$ cat src/rtl/tfrrt_pkg.sv
// Package for the text frame reassembly and read tracker.
// Constants, types and small helper functions; no dependencies.
`default_nettype none
package tfrrt_pkg;

  localparam int PENDING_DEPTH = 32;
  localparam int TEXT_FRAMES   = 4;
  localparam int BUF_WORDS     = 4;
  localparam int IDX_W         = 2;
  localparam int PTR_W         = $clog2(PENDING_DEPTH);
  localparam int CNT_W         = $clog2(PENDING_DEPTH + 1);
  localparam int LEN_W         = 6;

  localparam logic [10:0] BASE_ID_RST = 11'h220;
  localparam logic [10:0] END_ID_RST  = 11'h225;
  localparam logic [15:0] TIMEOUT_RST = 16'd5000;

  localparam logic [1:0] REG_BASE_ID = 2'd0;
  localparam logic [1:0] REG_END_ID  = 2'd1;
  localparam logic [1:0] REG_TIMEOUT = 2'd2;

  typedef enum logic [1:0] {
    CMD_FRAME, CMD_READ_REQ, CMD_SEND, CMD_TIMEOUT
  } cmd_t;

  typedef enum logic [2:0] {
    ST_IDLE, ST_DISP, ST_TRIM, ST_EMIT, ST_STAT, ST_TREAD, ST_TCMP
  } state_t;

  typedef enum logic [1:0] {
    PK_TEXT, PK_END_BUF, PK_END_EMPTY, PK_ERR
  } pk_t;

  typedef struct packed {
    logic             we;
    logic [PTR_W-1:0] waddr;
    logic [31:0]      wdata;
    logic [PTR_W-1:0] raddr;
  } ring_req_t;

  typedef struct packed {
    logic        is_packet;
    logic        flag_text;
    logic        flag_end;
    logic        flag_read_error;
    logic [7:0]  packet_seq;
    logic [7:0]  chunk_number;
    logic [5:0]  payload_bytes;
    logic [1:0]  word_number;
    logic [63:0] payload_word;
    logic        frame_consumed;
    logic        read_requested;
    logic        last;
  } out_t;

  function automatic logic [PTR_W-1:0] next_ptr(logic [PTR_W-1:0] p);
    return (p == PTR_W'(PENDING_DEPTH - 1)) ? '0 : p + PTR_W'(1);
  endfunction

  // length of the run of received frames from frame zero
  function automatic logic [LEN_W-1:0] contig_len(logic [BUF_WORDS-1:0] m);
    logic [LEN_W-1:0] l;
    logic             run;
    l   = '0;
    run = 1'b1;
    for (int i = 0; i < TEXT_FRAMES; i++) begin
      run = run & m[i];
      if (run) l = l + LEN_W'(8);
    end
    return l;
  endfunction

endpackage
`default_nettype wire

$ cat src/rtl/tfrrt_in_if.sv
// Input channel of the text frame reassembly and read tracker.
// Valid/ready handshake with the event word; no dependencies.
`default_nettype none
interface tfrrt_in_if;
  logic        valid;
  logic        ready;
  logic [1:0]  cmd;
  logic [10:0] frame_id;
  logic [63:0] frame_data;
  logic [31:0] now_ms;
  modport source(output valid, cmd, frame_id, frame_data, now_ms, input ready);
  modport sink(input valid, cmd, frame_id, frame_data, now_ms, output ready);
endinterface
`default_nettype wire

$ cat src/rtl/tfrrt_out_if.sv
// Result channel of the text frame reassembly and read tracker.
// Valid/ready handshake with the result word; no dependencies.
`default_nettype none
interface tfrrt_out_if;
  logic        valid;
  logic        ready;
  logic        is_packet;
  logic        flag_text;
  logic        flag_end;
  logic        flag_read_error;
  logic [7:0]  packet_seq;
  logic [7:0]  chunk_number;
  logic [5:0]  payload_bytes;
  logic [1:0]  word_number;
  logic [63:0] payload_word;
  logic        frame_consumed;
  logic        read_requested;
  logic        last;
  modport source(output valid, is_packet, flag_text, flag_end, flag_read_error, packet_seq,
                 chunk_number, payload_bytes, word_number, payload_word, frame_consumed,
                 read_requested, last, input ready);
  modport sink(input valid, is_packet, flag_text, flag_end, flag_read_error, packet_seq,
               chunk_number, payload_bytes, word_number, payload_word, frame_consumed,
               read_requested, last, output ready);
endinterface
`default_nettype wire

$ cat src/rtl/tfrrt_ring.sv
// Ring of pending request send times: one write port, one registered read port.
// Depends on tfrrt_pkg.
`default_nettype none
module tfrrt_ring (
  input  wire logic                 clk,
  input  wire tfrrt_pkg::ring_req_t req,
  output logic [31:0]               rd_data
);
  import tfrrt_pkg::*;

  logic [31:0] mem [PENDING_DEPTH];
  logic [31:0] rd_r;

  always_ff @(posedge clk) begin
    if (req.we) mem[req.waddr] <= req.wdata;
    rd_r <= mem[req.raddr];
  end

  assign rd_data = rd_r;
endmodule
`default_nettype wire

$ cat src/rtl/text_frame_reassembly_read_tracker_unit.sv
// Text frame reassembly and read tracker, top level.
// Depends on tfrrt_pkg, tfrrt_in_if, tfrrt_out_if and tfrrt_ring.
//
// One event word is taken at a time; in_ch.ready is high only while the unit is idle.
// Each event is dispatched and ends with a status word, after any packet words; each
// result waits while the output register is still held. An end frame with buffered
// text first trims trailing zero bytes (up to 32) from its length. The timeout check
// walks the timestamp ring from the oldest entry, a registered ring read and an age
// compare per entry plus a timed-out entry's error packet words; it stops at the first
// entry still in time or when the ring is empty. An output register parts the result
// side from the sequencer, so a result may wait there while the next event is worked.
`default_nettype none
module text_frame_reassembly_read_tracker_unit (
  input  wire logic        clk,
  input  wire logic        rst_n,
  tfrrt_in_if.sink         in_ch,
  tfrrt_out_if.source      out_ch,
  input  wire logic        cfg_we,
  input  wire logic [1:0]  cfg_index,
  input  wire logic [15:0] cfg_data
);
  import tfrrt_pkg::*;

  state_t state_r, state_nxt;
  pk_t    pk_r, pk_nxt;

  logic [10:0] base_id_r, end_id_r;
  logic [15:0] timeout_r;
  logic [1:0]  cmd_r, cmd_nxt;
  logic [10:0] id_r, id_nxt;
  logic [63:0] data_r, data_nxt;
  logic [31:0] now_r, now_nxt;

  logic [63:0]          buf_r [BUF_WORDS];
  logic [63:0]          buf_nxt [BUF_WORDS];
  logic [BUF_WORDS-1:0] mask_r, mask_nxt;
  logic [7:0]           chunk_r, chunk_nxt, seq_r, seq_nxt;
  logic [CNT_W-1:0]     queued_r, queued_nxt, count_r, count_nxt;
  logic [PTR_W-1:0]     head_r, head_nxt, tail_r, tail_nxt;
  logic [LEN_W-1:0]     len_r, len_nxt;
  logic [1:0]           word_r, word_nxt;
  logic                 consumed_r, consumed_nxt, requested_r, requested_nxt;

  logic ov_r, ov_nxt;
  out_t od_r, od_nxt;

  ring_req_t   ring_req;
  logic [31:0] ring_rd;

  logic             in_acc, out_free, is_text, is_end, last_word, timed_out;
  logic [11:0]      diff;
  logic [IDX_W-1:0] idx;
  logic [LEN_W-1:0] lm1;
  logic [7:0]       trim_byte;
  logic [31:0]      age;

  tfrrt_ring u_ring (
    .clk     (clk),
    .req     (ring_req),
    .rd_data (ring_rd)
  );

  assign in_ch.ready = (state_r == ST_IDLE);
  assign in_acc      = in_ch.valid && in_ch.ready;
  assign out_free    = !ov_r || out_ch.ready;

  assign diff      = {1'b0, id_r} - {1'b0, base_id_r};
  assign is_text   = (id_r >= base_id_r) && (diff < 12'(TEXT_FRAMES));
  assign idx       = diff[IDX_W-1:0];
  assign is_end    = (id_r == end_id_r);
  assign lm1       = len_r - LEN_W'(1);
  assign last_word = (len_r == '0) || (word_r == lm1[4:3]);
  assign trim_byte = buf_r[lm1[4:3]][{lm1[2:0], 3'b000} +: 8];
  assign age       = now_r - ring_rd;
  assign timed_out = age > {16'd0, timeout_r};

  // next state
  always_comb begin
    state_nxt = state_r;
    case (state_r)
      ST_IDLE: if (in_acc) state_nxt = ST_DISP;
      ST_DISP: begin
        case (cmd_t'(cmd_r))
          CMD_FRAME: begin
            if (is_text) state_nxt = (idx == '0 && mask_r != '0) ? ST_EMIT : ST_STAT;
            else if (is_end) state_nxt = (mask_r != '0) ? ST_TRIM : ST_EMIT;
            else state_nxt = ST_STAT;
          end
          CMD_READ_REQ: begin
            state_nxt = (queued_r >= CNT_W'(PENDING_DEPTH)) ? ST_EMIT : ST_STAT;
          end
          CMD_SEND: begin
            state_nxt = (queued_r != '0 && count_r >= CNT_W'(PENDING_DEPTH)) ?
                        ST_EMIT : ST_STAT;
          end
          CMD_TIMEOUT: state_nxt = ST_TREAD;
          default:     state_nxt = ST_STAT;
        endcase
      end
      ST_TRIM: if (len_r == '0 || trim_byte != 8'd0) state_nxt = ST_EMIT;
      ST_EMIT: begin
        if (out_free && last_word) begin
          state_nxt = (pk_r == PK_ERR && cmd_t'(cmd_r) == CMD_TIMEOUT) ? ST_TREAD : ST_STAT;
        end
      end
      ST_STAT:  if (out_free) state_nxt = ST_IDLE;
      ST_TREAD: state_nxt = (count_r == '0) ? ST_STAT : ST_TCMP;
      ST_TCMP:  state_nxt = timed_out ? ST_EMIT : ST_STAT;
      default:  state_nxt = ST_IDLE;
    endcase
  end

  // datapath and outputs
  always_comb begin
    cmd_nxt       = cmd_r;
    id_nxt        = id_r;
    data_nxt      = data_r;
    now_nxt       = now_r;
    buf_nxt       = buf_r;
    mask_nxt      = mask_r;
    chunk_nxt     = chunk_r;
    seq_nxt       = seq_r;
    queued_nxt    = queued_r;
    count_nxt     = count_r;
    head_nxt      = head_r;
    tail_nxt      = tail_r;
    len_nxt       = len_r;
    word_nxt      = word_r;
    pk_nxt        = pk_r;
    consumed_nxt  = consumed_r;
    requested_nxt = requested_r;
    ov_nxt        = ov_r && !out_ch.ready;
    od_nxt        = od_r;
    ring_req.we    = 1'b0;
    ring_req.waddr = tail_r;
    ring_req.wdata = now_r;
    ring_req.raddr = head_r;

    case (state_r)
      ST_IDLE: begin
        if (in_acc) begin
          cmd_nxt       = in_ch.cmd;
          id_nxt        = in_ch.frame_id;
          data_nxt      = in_ch.frame_data;
          now_nxt       = in_ch.now_ms;
          consumed_nxt  = 1'b0;
          requested_nxt = 1'b0;
        end
      end
      ST_DISP: begin
        word_nxt = '0;
        case (cmd_t'(cmd_r))
          CMD_FRAME: begin
            if (is_text) begin
              consumed_nxt = 1'b1;
              if (idx == '0 && mask_r != '0) begin
                pk_nxt  = PK_TEXT;
                len_nxt = contig_len(mask_r);
              end else begin
                buf_nxt[idx]  = data_r;
                mask_nxt[idx] = 1'b1;
              end
            end else if (is_end) begin
              consumed_nxt = 1'b1;
              if (mask_r != '0) begin
                pk_nxt  = PK_END_BUF;
                len_nxt = contig_len(mask_r);
              end else begin
                pk_nxt  = PK_END_EMPTY;
                len_nxt = '0;
              end
            end
          end
          CMD_READ_REQ: begin
            if (queued_r >= CNT_W'(PENDING_DEPTH)) begin
              pk_nxt  = PK_ERR;
              len_nxt = '0;
            end else begin
              queued_nxt = queued_r + CNT_W'(1);
            end
          end
          CMD_SEND: begin
            if (queued_r != '0) begin
              requested_nxt = 1'b1;
              queued_nxt    = queued_r - CNT_W'(1);
              if (count_r == '0) begin
                for (int i = 0; i < BUF_WORDS; i++) buf_nxt[i] = '0;
                mask_nxt  = '0;
                chunk_nxt = '0;
              end
              if (count_r >= CNT_W'(PENDING_DEPTH)) begin
                pk_nxt  = PK_ERR;
                len_nxt = '0;
              end else begin
                ring_req.we = 1'b1;
                tail_nxt    = next_ptr(tail_r);
                count_nxt   = count_r + CNT_W'(1);
              end
            end
          end
          default: ;
        endcase
      end
      ST_TRIM: begin
        if (len_r != '0 && trim_byte == 8'd0) len_nxt = lm1;
      end
      ST_TCMP: begin
        word_nxt = '0;
        if (timed_out) begin
          pk_nxt  = PK_ERR;
          len_nxt = '0;
        end
      end
      ST_EMIT: begin
        if (out_free) begin
          ov_nxt                 = 1'b1;
          od_nxt                 = '0;
          od_nxt.is_packet       = 1'b1;
          od_nxt.flag_text       = (pk_r != PK_ERR);
          od_nxt.flag_end        = (pk_r == PK_END_BUF) || (pk_r == PK_END_EMPTY);
          od_nxt.flag_read_error = (pk_r == PK_ERR);
          od_nxt.packet_seq      = seq_r;
          od_nxt.chunk_number    = (pk_r == PK_ERR) ? 8'd0 : chunk_r;
          od_nxt.payload_bytes   = len_r;
          od_nxt.word_number     = word_r;
          od_nxt.payload_word    = (len_r == '0) ? 64'd0 : buf_r[word_r];
          if (!last_word) begin
            word_nxt = word_r + 2'd1;
          end else begin
            seq_nxt = seq_r + 8'd1;
            for (int i = 0; i < BUF_WORDS; i++) buf_nxt[i] = '0;
            mask_nxt = '0;
            case (pk_r)
              PK_TEXT: begin
                chunk_nxt     = chunk_r + 8'd1;
                buf_nxt[idx]  = data_r;
                mask_nxt[idx] = 1'b1;
              end
              PK_END_BUF, PK_END_EMPTY: begin
                if (pk_r == PK_END_EMPTY) begin
                  buf_nxt  = buf_r;
                  mask_nxt = mask_r;
                end
                chunk_nxt = '0;
                if (count_r != '0) begin
                  head_nxt  = next_ptr(head_r);
                  count_nxt = count_r - CNT_W'(1);
                end
              end
              default: begin
                chunk_nxt = '0;
                if (cmd_t'(cmd_r) == CMD_SEND) begin
                  // full ring: oldest out, new send time in
                  head_nxt    = next_ptr(head_r);
                  ring_req.we = 1'b1;
                  tail_nxt    = next_ptr(tail_r);
                end else if (cmd_t'(cmd_r) == CMD_TIMEOUT) begin
                  head_nxt  = next_ptr(head_r);
                  count_nxt = count_r - CNT_W'(1);
                end
              end
            endcase
          end
        end
      end
      ST_STAT: begin
        if (out_free) begin
          ov_nxt                = 1'b1;
          od_nxt                = '0;
          od_nxt.frame_consumed = consumed_r;
          od_nxt.read_requested = requested_r;
          od_nxt.last           = 1'b1;
        end
      end
      default: ;
    endcase
  end

  always_ff @(posedge clk) begin
    if (!rst_n) begin
      state_r   <= ST_IDLE;
      base_id_r <= BASE_ID_RST;
      end_id_r  <= END_ID_RST;
      timeout_r <= TIMEOUT_RST;
      for (int i = 0; i < BUF_WORDS; i++) buf_r[i] <= '0;
      mask_r    <= '0;
      chunk_r   <= '0;
      seq_r     <= '0;
      queued_r  <= '0;
      count_r   <= '0;
      head_r    <= '0;
      tail_r    <= '0;
      ov_r      <= 1'b0;
    end else begin
      state_r  <= state_nxt;
      buf_r    <= buf_nxt;
      mask_r   <= mask_nxt;
      chunk_r  <= chunk_nxt;
      seq_r    <= seq_nxt;
      queued_r <= queued_nxt;
      count_r  <= count_nxt;
      head_r   <= head_nxt;
      tail_r   <= tail_nxt;
      ov_r     <= ov_nxt;
      if (cfg_we) begin
        case (cfg_index)
          REG_BASE_ID: base_id_r <= cfg_data[10:0];
          REG_END_ID:  end_id_r  <= cfg_data[10:0];
          REG_TIMEOUT: timeout_r <= cfg_data;
          default: ;
        endcase
      end
    end
  end

  always_ff @(posedge clk) begin
    cmd_r       <= cmd_nxt;
    id_r        <= id_nxt;
    data_r      <= data_nxt;
    now_r       <= now_nxt;
    len_r       <= len_nxt;
    word_r      <= word_nxt;
    pk_r        <= pk_nxt;
    consumed_r  <= consumed_nxt;
    requested_r <= requested_nxt;
    od_r        <= od_nxt;
  end

  assign out_ch.valid           = ov_r;
  assign out_ch.is_packet       = od_r.is_packet;
  assign out_ch.flag_text       = od_r.flag_text;
  assign out_ch.flag_end        = od_r.flag_end;
  assign out_ch.flag_read_error = od_r.flag_read_error;
  assign out_ch.packet_seq      = od_r.packet_seq;
  assign out_ch.chunk_number    = od_r.chunk_number;
  assign out_ch.payload_bytes   = od_r.payload_bytes;
  assign out_ch.word_number     = od_r.word_number;
  assign out_ch.payload_word    = od_r.payload_word;
  assign out_ch.frame_consumed  = od_r.frame_consumed;
  assign out_ch.read_requested  = od_r.read_requested;
  assign out_ch.last            = od_r.last;
endmodule
`default_nettype wire

$ cat src/flat_wrapper.sv
// flat-port wrapper written by rule: the top's interface ports become plain ports
module text_frame_reassembly_read_tracker_unit_flat import tfrrt_pkg::*;
  (clk, rst_n, cfg_we, cfg_index, cfg_data, in_ch_valid, in_ch_cmd, in_ch_frame_id, in_ch_frame_data, in_ch_now_ms, in_ch_ready, out_ch_valid, out_ch_is_packet, out_ch_flag_text, out_ch_flag_end, out_ch_flag_read_error, out_ch_packet_seq, out_ch_chunk_number, out_ch_payload_bytes, out_ch_word_number, out_ch_payload_word, out_ch_frame_consumed, out_ch_read_requested, out_ch_last, out_ch_ready);
  tfrrt_in_if in_ch_i ();
  tfrrt_out_if out_ch_i ();
  input  wire logic clk;
  input  wire logic rst_n;
  input  wire logic cfg_we;
  input  wire logic [1:0] cfg_index;
  input  wire logic [15:0] cfg_data;
  input wire logic [$bits(in_ch_i.valid)-1:0] in_ch_valid;
  input wire logic [$bits(in_ch_i.cmd)-1:0] in_ch_cmd;
  input wire logic [$bits(in_ch_i.frame_id)-1:0] in_ch_frame_id;
  input wire logic [$bits(in_ch_i.frame_data)-1:0] in_ch_frame_data;
  input wire logic [$bits(in_ch_i.now_ms)-1:0] in_ch_now_ms;
  output wire logic [$bits(in_ch_i.ready)-1:0] in_ch_ready;
  output wire logic [$bits(out_ch_i.valid)-1:0] out_ch_valid;
  output wire logic [$bits(out_ch_i.is_packet)-1:0] out_ch_is_packet;
  output wire logic [$bits(out_ch_i.flag_text)-1:0] out_ch_flag_text;
  output wire logic [$bits(out_ch_i.flag_end)-1:0] out_ch_flag_end;
  output wire logic [$bits(out_ch_i.flag_read_error)-1:0] out_ch_flag_read_error;
  output wire logic [$bits(out_ch_i.packet_seq)-1:0] out_ch_packet_seq;
  output wire logic [$bits(out_ch_i.chunk_number)-1:0] out_ch_chunk_number;
  output wire logic [$bits(out_ch_i.payload_bytes)-1:0] out_ch_payload_bytes;
  output wire logic [$bits(out_ch_i.word_number)-1:0] out_ch_word_number;
  output wire logic [$bits(out_ch_i.payload_word)-1:0] out_ch_payload_word;
  output wire logic [$bits(out_ch_i.frame_consumed)-1:0] out_ch_frame_consumed;
  output wire logic [$bits(out_ch_i.read_requested)-1:0] out_ch_read_requested;
  output wire logic [$bits(out_ch_i.last)-1:0] out_ch_last;
  input wire logic [$bits(out_ch_i.ready)-1:0] out_ch_ready;
  assign in_ch_i.valid = in_ch_valid;
  assign in_ch_i.cmd = in_ch_cmd;
  assign in_ch_i.frame_id = in_ch_frame_id;
  assign in_ch_i.frame_data = in_ch_frame_data;
  assign in_ch_i.now_ms = in_ch_now_ms;
  assign in_ch_ready = in_ch_i.ready;
  assign out_ch_valid = out_ch_i.valid;
  assign out_ch_is_packet = out_ch_i.is_packet;
  assign out_ch_flag_text = out_ch_i.flag_text;
  assign out_ch_flag_end = out_ch_i.flag_end;
  assign out_ch_flag_read_error = out_ch_i.flag_read_error;
  assign out_ch_packet_seq = out_ch_i.packet_seq;
  assign out_ch_chunk_number = out_ch_i.chunk_number;
  assign out_ch_payload_bytes = out_ch_i.payload_bytes;
  assign out_ch_word_number = out_ch_i.word_number;
  assign out_ch_payload_word = out_ch_i.payload_word;
  assign out_ch_frame_consumed = out_ch_i.frame_consumed;
  assign out_ch_read_requested = out_ch_i.read_requested;
  assign out_ch_last = out_ch_i.last;
  assign out_ch_i.ready = out_ch_ready;
  text_frame_reassembly_read_tracker_unit u_core (.clk(clk), .rst_n(rst_n), .in_ch(in_ch_i), .out_ch(out_ch_i), .cfg_we(cfg_we), .cfg_index(cfg_index), .cfg_data(cfg_data));
endmodule
$ cat config.mk
export PLATFORM = sky130hd
export DESIGN_NAME = text_frame_reassembly_read_tracker_unit_flat
export DESIGN_NICKNAME = d
export VERILOG_FILES = /design/src/rtl/tfrrt_pkg.sv /design/src/rtl/tfrrt_in_if.sv /design/src/rtl/tfrrt_out_if.sv /design/src/rtl/tfrrt_ring.sv /design/src/rtl/text_frame_reassembly_read_tracker_unit.sv /design/src/flat_wrapper.sv
export SDC_FILE = /design/constraint.sdc
export NUM_CORES = 2
export LEC_CHECK = 0
export BUFFER_PORTS_ARGS = -buffer_cell sky130_fd_sc_hd__buf_2
export CORE_MARGIN = 2
export CORE_UTILIZATION = 55
export CTS_CLUSTER_SIZE = 25
export DETAILED_ROUTE_END_ITERATION = 8
export MAX_ROUTING_LAYER = met4
export PLACE_DENSITY = 0.78
export SYNTH_ARGS = -nofsm -noshare
export SYNTH_HDL_FRONTEND = slang
export SYNTH_SLANG_ARGS = --single-unit
$ cat constraint.sdc
create_clock -name clk -period 10.65 [get_ports clk]
set_clock_uncertainty 0.05 [all_clocks]
set_input_delay 0 -clock clk [delete_from_list [all_inputs] [get_ports clk]]
set_output_delay 0 -clock clk [all_outputs]
set_load 0.01 [all_outputs]
==> results by stage <==
Floorplan:
- From bottom edge to top edge, the die measures 351 um.
- The overall die area is 123000 sq um.
- The core outline area is 119000 sq um.
- The width of the chip is 351 um.
- 229 I/O pins were placed.
- The initialized floorplan defines 127 standard-cell rows.
- The starting density of the core is 55.3%.

Setup path:
- The worst register-to-register path has a setup slack of 4.74 ns.
- The number of cell instances on the worst register-to-register path is 16.
- The launch point of the worst reg-to-reg path is u_core.now_r[10].
- Data on the critical path is required at its endpoint by 11.03 ns.
- The worst register-to-register path ends at u_core.len_r[3].
- For the worst setup path, the data arrival time is 6.28 ns.
- In this run the worst path has a maximum fanout of 33.
- The worst setup path is launched from a flip-flop.
- The critical path in this run is classified as flip-flop to flip-flop.
- STA classifies the critical path endpoint as a flip-flop.

Min path:
- The beginning of the worst hold path is cfg_data[4].
- The classification of the worst-slack hold path is primary input to flip-flop.
- The path with the worst hold slack has its endpoint at u_core.end_id_r[4].
- Along the worst hold path, the cell count comes to 4.

Place:
- The placer congestion estimate is 0.892.
- Input and output buffers added on the ports amount to 228.
- After legalization and detailed placement, the total HPWL measured 95900 um.
- Summing all placed instances gives a cell area of 69100 sq um.

Drt:
- In the final routed layout, each cell accounts on average for 27.2 um.
- The starting DRC count in detailed routing is 5636.
- The detail route stage leaves a number of antenna-violating nets equal to 0.
- The first-pass iteration count of the detailed router is 6.
- For this run, design rule violations remaining after detail routing come to 0.
- The total via count after detailed routing is 40700.
- After detailed routing, the number of vias per cell comes to 6.44.
- The routed wire length is 171000 um.

STA:
- The final max-slew violation count is 0.
- After routing, the total negative slack on setup checks comes to 0 ns.
- The count of endpoints failing hold in the final timing report is 0.
- Setup repair after global routing left no endpoint under its margin.
- Setup violations remaining at the end of the flow were counted as 0.
- For the pin with the worst max-slew slack, the measured transition is 1.28 ns.
- The post-route clock period utilization is 55.5%.
- The maximum clock frequency is 169 MHz.
- The clock period could shrink to 5.91 ns.
- The worst slew slack as a fraction of its limit is 15.0%.

Clocking:
- After clock tree synthesis, the clock-pin slew on the worst setup and hold paths is 0.06 ns.
- TritonCTS built the clock tree.
- The total clock buffers created by CTS is 162.
- The later pin in the worst-skew pair is clocked with a latency of 0.80 ns.
- In this run the number of H-tree levels came out at 4.
- The TritonCTS sink count is 1612.
- The clock passes through at most 3 buffers.
- The clock tree root buffer cell is sky130_fd_sc_hd__clkbuf_16.

Yosys:
- The share of flip-flops with an asynchronous set or reset after synthesis is 0%.
- The share of synthesized area in the top cell type comes to 56.4%.
- Synthesis produced a netlist with a net count of 4319.
- In this run the mean area of a mapped cell was 16.1 sq um.
- The netlist area before placement is 66100 sq um.
- Yosys attributes the largest share of cell area to sky130_fd_sc_hd__edfxtp_1 56%, sky130_fd_sc_hd__mux4_2 13%, sky130_fd_sc_hd__dfxtp_1 11%.
- The sequential share of the synthesized area is 67.6%.
- The library cell with the largest summed area after synthesis is sky130_fd_sc_hd__edfxtp_1.
- The number of distinct library cell variants in the gate-level netlist after synthesis is 83.
- The count of state elements after synthesis is 1612.
- The most used flip-flop cell after synthesis is sky130_fd_sc_hd__edfxtp_1.
- In the synthesized netlist, the number of instances is 4098.
- In this run, synthesis inferred 1240 flip-flops with an integrated enable.
- The total number of yosys warnings is 0.

Finish:
- The fraction of final layout cells sized beyond drive strength 1 is 22.4%.
- Fill cells in the final layout number 8007.
- The final standard cell area without fillers is 76900 sq um.
- From synthesis to final layout, the design area changed by 16.5%.
- The final layout contains 4785 nets.
- In the layout the commonest cells are 1240 x sky130_fd_sc_hd__edfxtp_1, 387 x sky130_fd_sc_hd__mux4_2, 367 x sky130_fd_sc_hd__dfxtp_1.
- Leaving out fill and tap cells, the most frequent cell in the layout is sky130_fd_sc_hd__edfxtp_1.
- The sequential standard cell area is 44700 sq um.
- At the end of the flow the core is filled with cells to 64.4%.
- In the final layout, the multi-input gates occupy 20100 sq um.

Global routing:
- The first global-routing pass estimated 257000 um of wire.
- The initial antenna violation count is 2.
- The maximum number of pins on one net before global-route repair is 149.
- The leftover overflow at the end of global routing is 0.
- The number of global-route vias before repair is 40200.
- The aggregate global-route resource usage is 28.9%.

Outcome:
- The flow ran to the end, and the final reports show no timing, DRC or antenna violations.

Power:
- VDD sags by at most 0.198 mV.
- The post-layout total power is 13.8 mW.
- Summed over all cells, the static leakage comes to 25.8 nW.
- The power density over cell area is 180 nW/um^2.

Run:
- Across the run, the number of max-cap violations was 0.
what timing repair did:
action,CTS,global route
buffers inserted,0,0
hold endpoints to repair,295,0
hold buffers,256,0
resized for setup,0,0
synthesized netlist by cell type, drive strengths merged, types with 8 or more instances:
cell	n
mux2i	13
a21o	15
o211ai	23
buf	99
o21a	15
nand4	26
a21boi	37
a21oi	72
xnor2	37
or3	8
o21ai	46
ha	85
nor4	47
o31ai	261
nor3	35
clkbuf	176
o21bai	8
nand3	289
edfxtp	1240
and3	77
mux2	33
nand3b	8
a31oi	17
inv	98
xor2	28
nor2b	28
nand2	230
mux4	387
and2	42
nor2	116
or4	22
dfxtp	372
layout make-up:
class	instances	share of cell area [%]
Tap cell	1612	2.62
Clock buffer	206	5.70
Clock inverter	93	1.16
Antenna cell	3	0.00976
Timing Repair Buffer	577	5.75
Sequential cell	1612	58.1
Multi-Input combinational cell	2112	26.2
Inverter	99	0.483
stage by stage:
step	hold WS, ns	std cells	setup slack (ns)
after global placement	0.127	5756	5.00
after detailed placement	0.128	5756	4.88
after CTS	0.000607	6311	4.86
after floorplan	0.0489	4098	4.12
after global routing	0.0405	6313	4.29
final	0.0355	6314	4.74
metal layers:
metal / up-vias / global-route usage [%] / wire [um]
met5: - / - / 0
met4: 0 / 9.32 / 5300
met3: 397 / 4.46 / 15900
met2: 2462 / 46.5 / 84900
met1: 20500 / 38.2 / 65300
li1: 17300 / - / -
kinds of logic after synthesis:
logic type,synth area share (%)
mux,14.0
flops,67.6
fa+ha+maj,1.73
simple gates,7.31
compound gates,6.13
xor+xnor,0.898
buf+inv,2.33
power by group:
part	switching (mW)	internal (mW)	leakage (nW)	total (mW)
Combinational	0.735	0.358	8.89	1.09
Sequential	0.0818	6.97	14.3	7.06
Clock	2.45	3.23	2.57	5.67
Total	3.26	10.6	25.8	13.8
state kept, by name (all words and copies together) (netlist names), 3 cells and up:
signal,count
u_core.u_ring.mem,1024
u_core.buf_r,256
u_core.data_r,64
u_core.out_ch.payload_word,64
u_core.now_r,32
u_core.u_ring.rd_data,32
u_core.timeout_r,16
u_core.base_id_r,11
u_core.end_id_r,11
u_core.id_r,11
u_core.chunk_r,8
u_core.out_ch.chunk_number,8
u_core.out_ch.packet_seq,8
u_core.seq_r,8
u_core.count_r,6
u_core.len_r,6
u_core.out_ch.payload_bytes,6
u_core.queued_r,6
u_core.head_r,5
u_core.tail_r,5
u_core.mask_r,4
u_core.state_r,3
critical path, cell delays in order, from the launching register on:
cell and delay, ns:
sky130_fd_sc_hd__edfxtp_1 0.81, sky130_fd_sc_hd__ha_1 0.66, sky130_fd_sc_hd__nand3_1 0.16, sky130_fd_sc_hd__o32ai_1 0.42, sky130_fd_sc_hd__nor2b_1 0.14, sky130_fd_sc_hd__o22ai_1 0.47, sky130_fd_sc_hd__a31oi_1 0.18, sky130_fd_sc_hd__xnor2_1 0.16
sky130_fd_sc_hd__ha_1 0.30, sky130_fd_sc_hd__nand4_1 0.17, sky130_fd_sc_hd__a2111oi_0 0.43, sky130_fd_sc_hd__nor4bb_1 0.11, sky130_fd_sc_hd__o21ai_0 0.22, sky130_fd_sc_hd__nor4_1 0.09, sky130_fd_sc_hd__nand4_1 0.29, sky130_fd_sc_hd__nor4_1 0.14
sky130_fd_sc_hd__nor3_1 0.71
worst max path at each step:
stage                            startpoint                       endpoint  slack [ns]  cells past startpoint
after floorplan           u_core.state_r[1]  u_core.out_ch.chunk_number[0]        4.12                      7
after global placement      u_core.now_r[0]                u_core.len_r[0]        5.00                     19
after detailed placement   u_core.now_r[10]                u_core.len_r[0]        4.88                     16
after CTS                   u_core.now_r[1]                u_core.len_r[0]        4.86                     16
after global routing        u_core.now_r[0]                u_core.len_r[0]        4.29                     19
final                      u_core.now_r[10]                u_core.len_r[3]        4.74                     16
No activity file was read; power rests on OpenSTA's default activity.
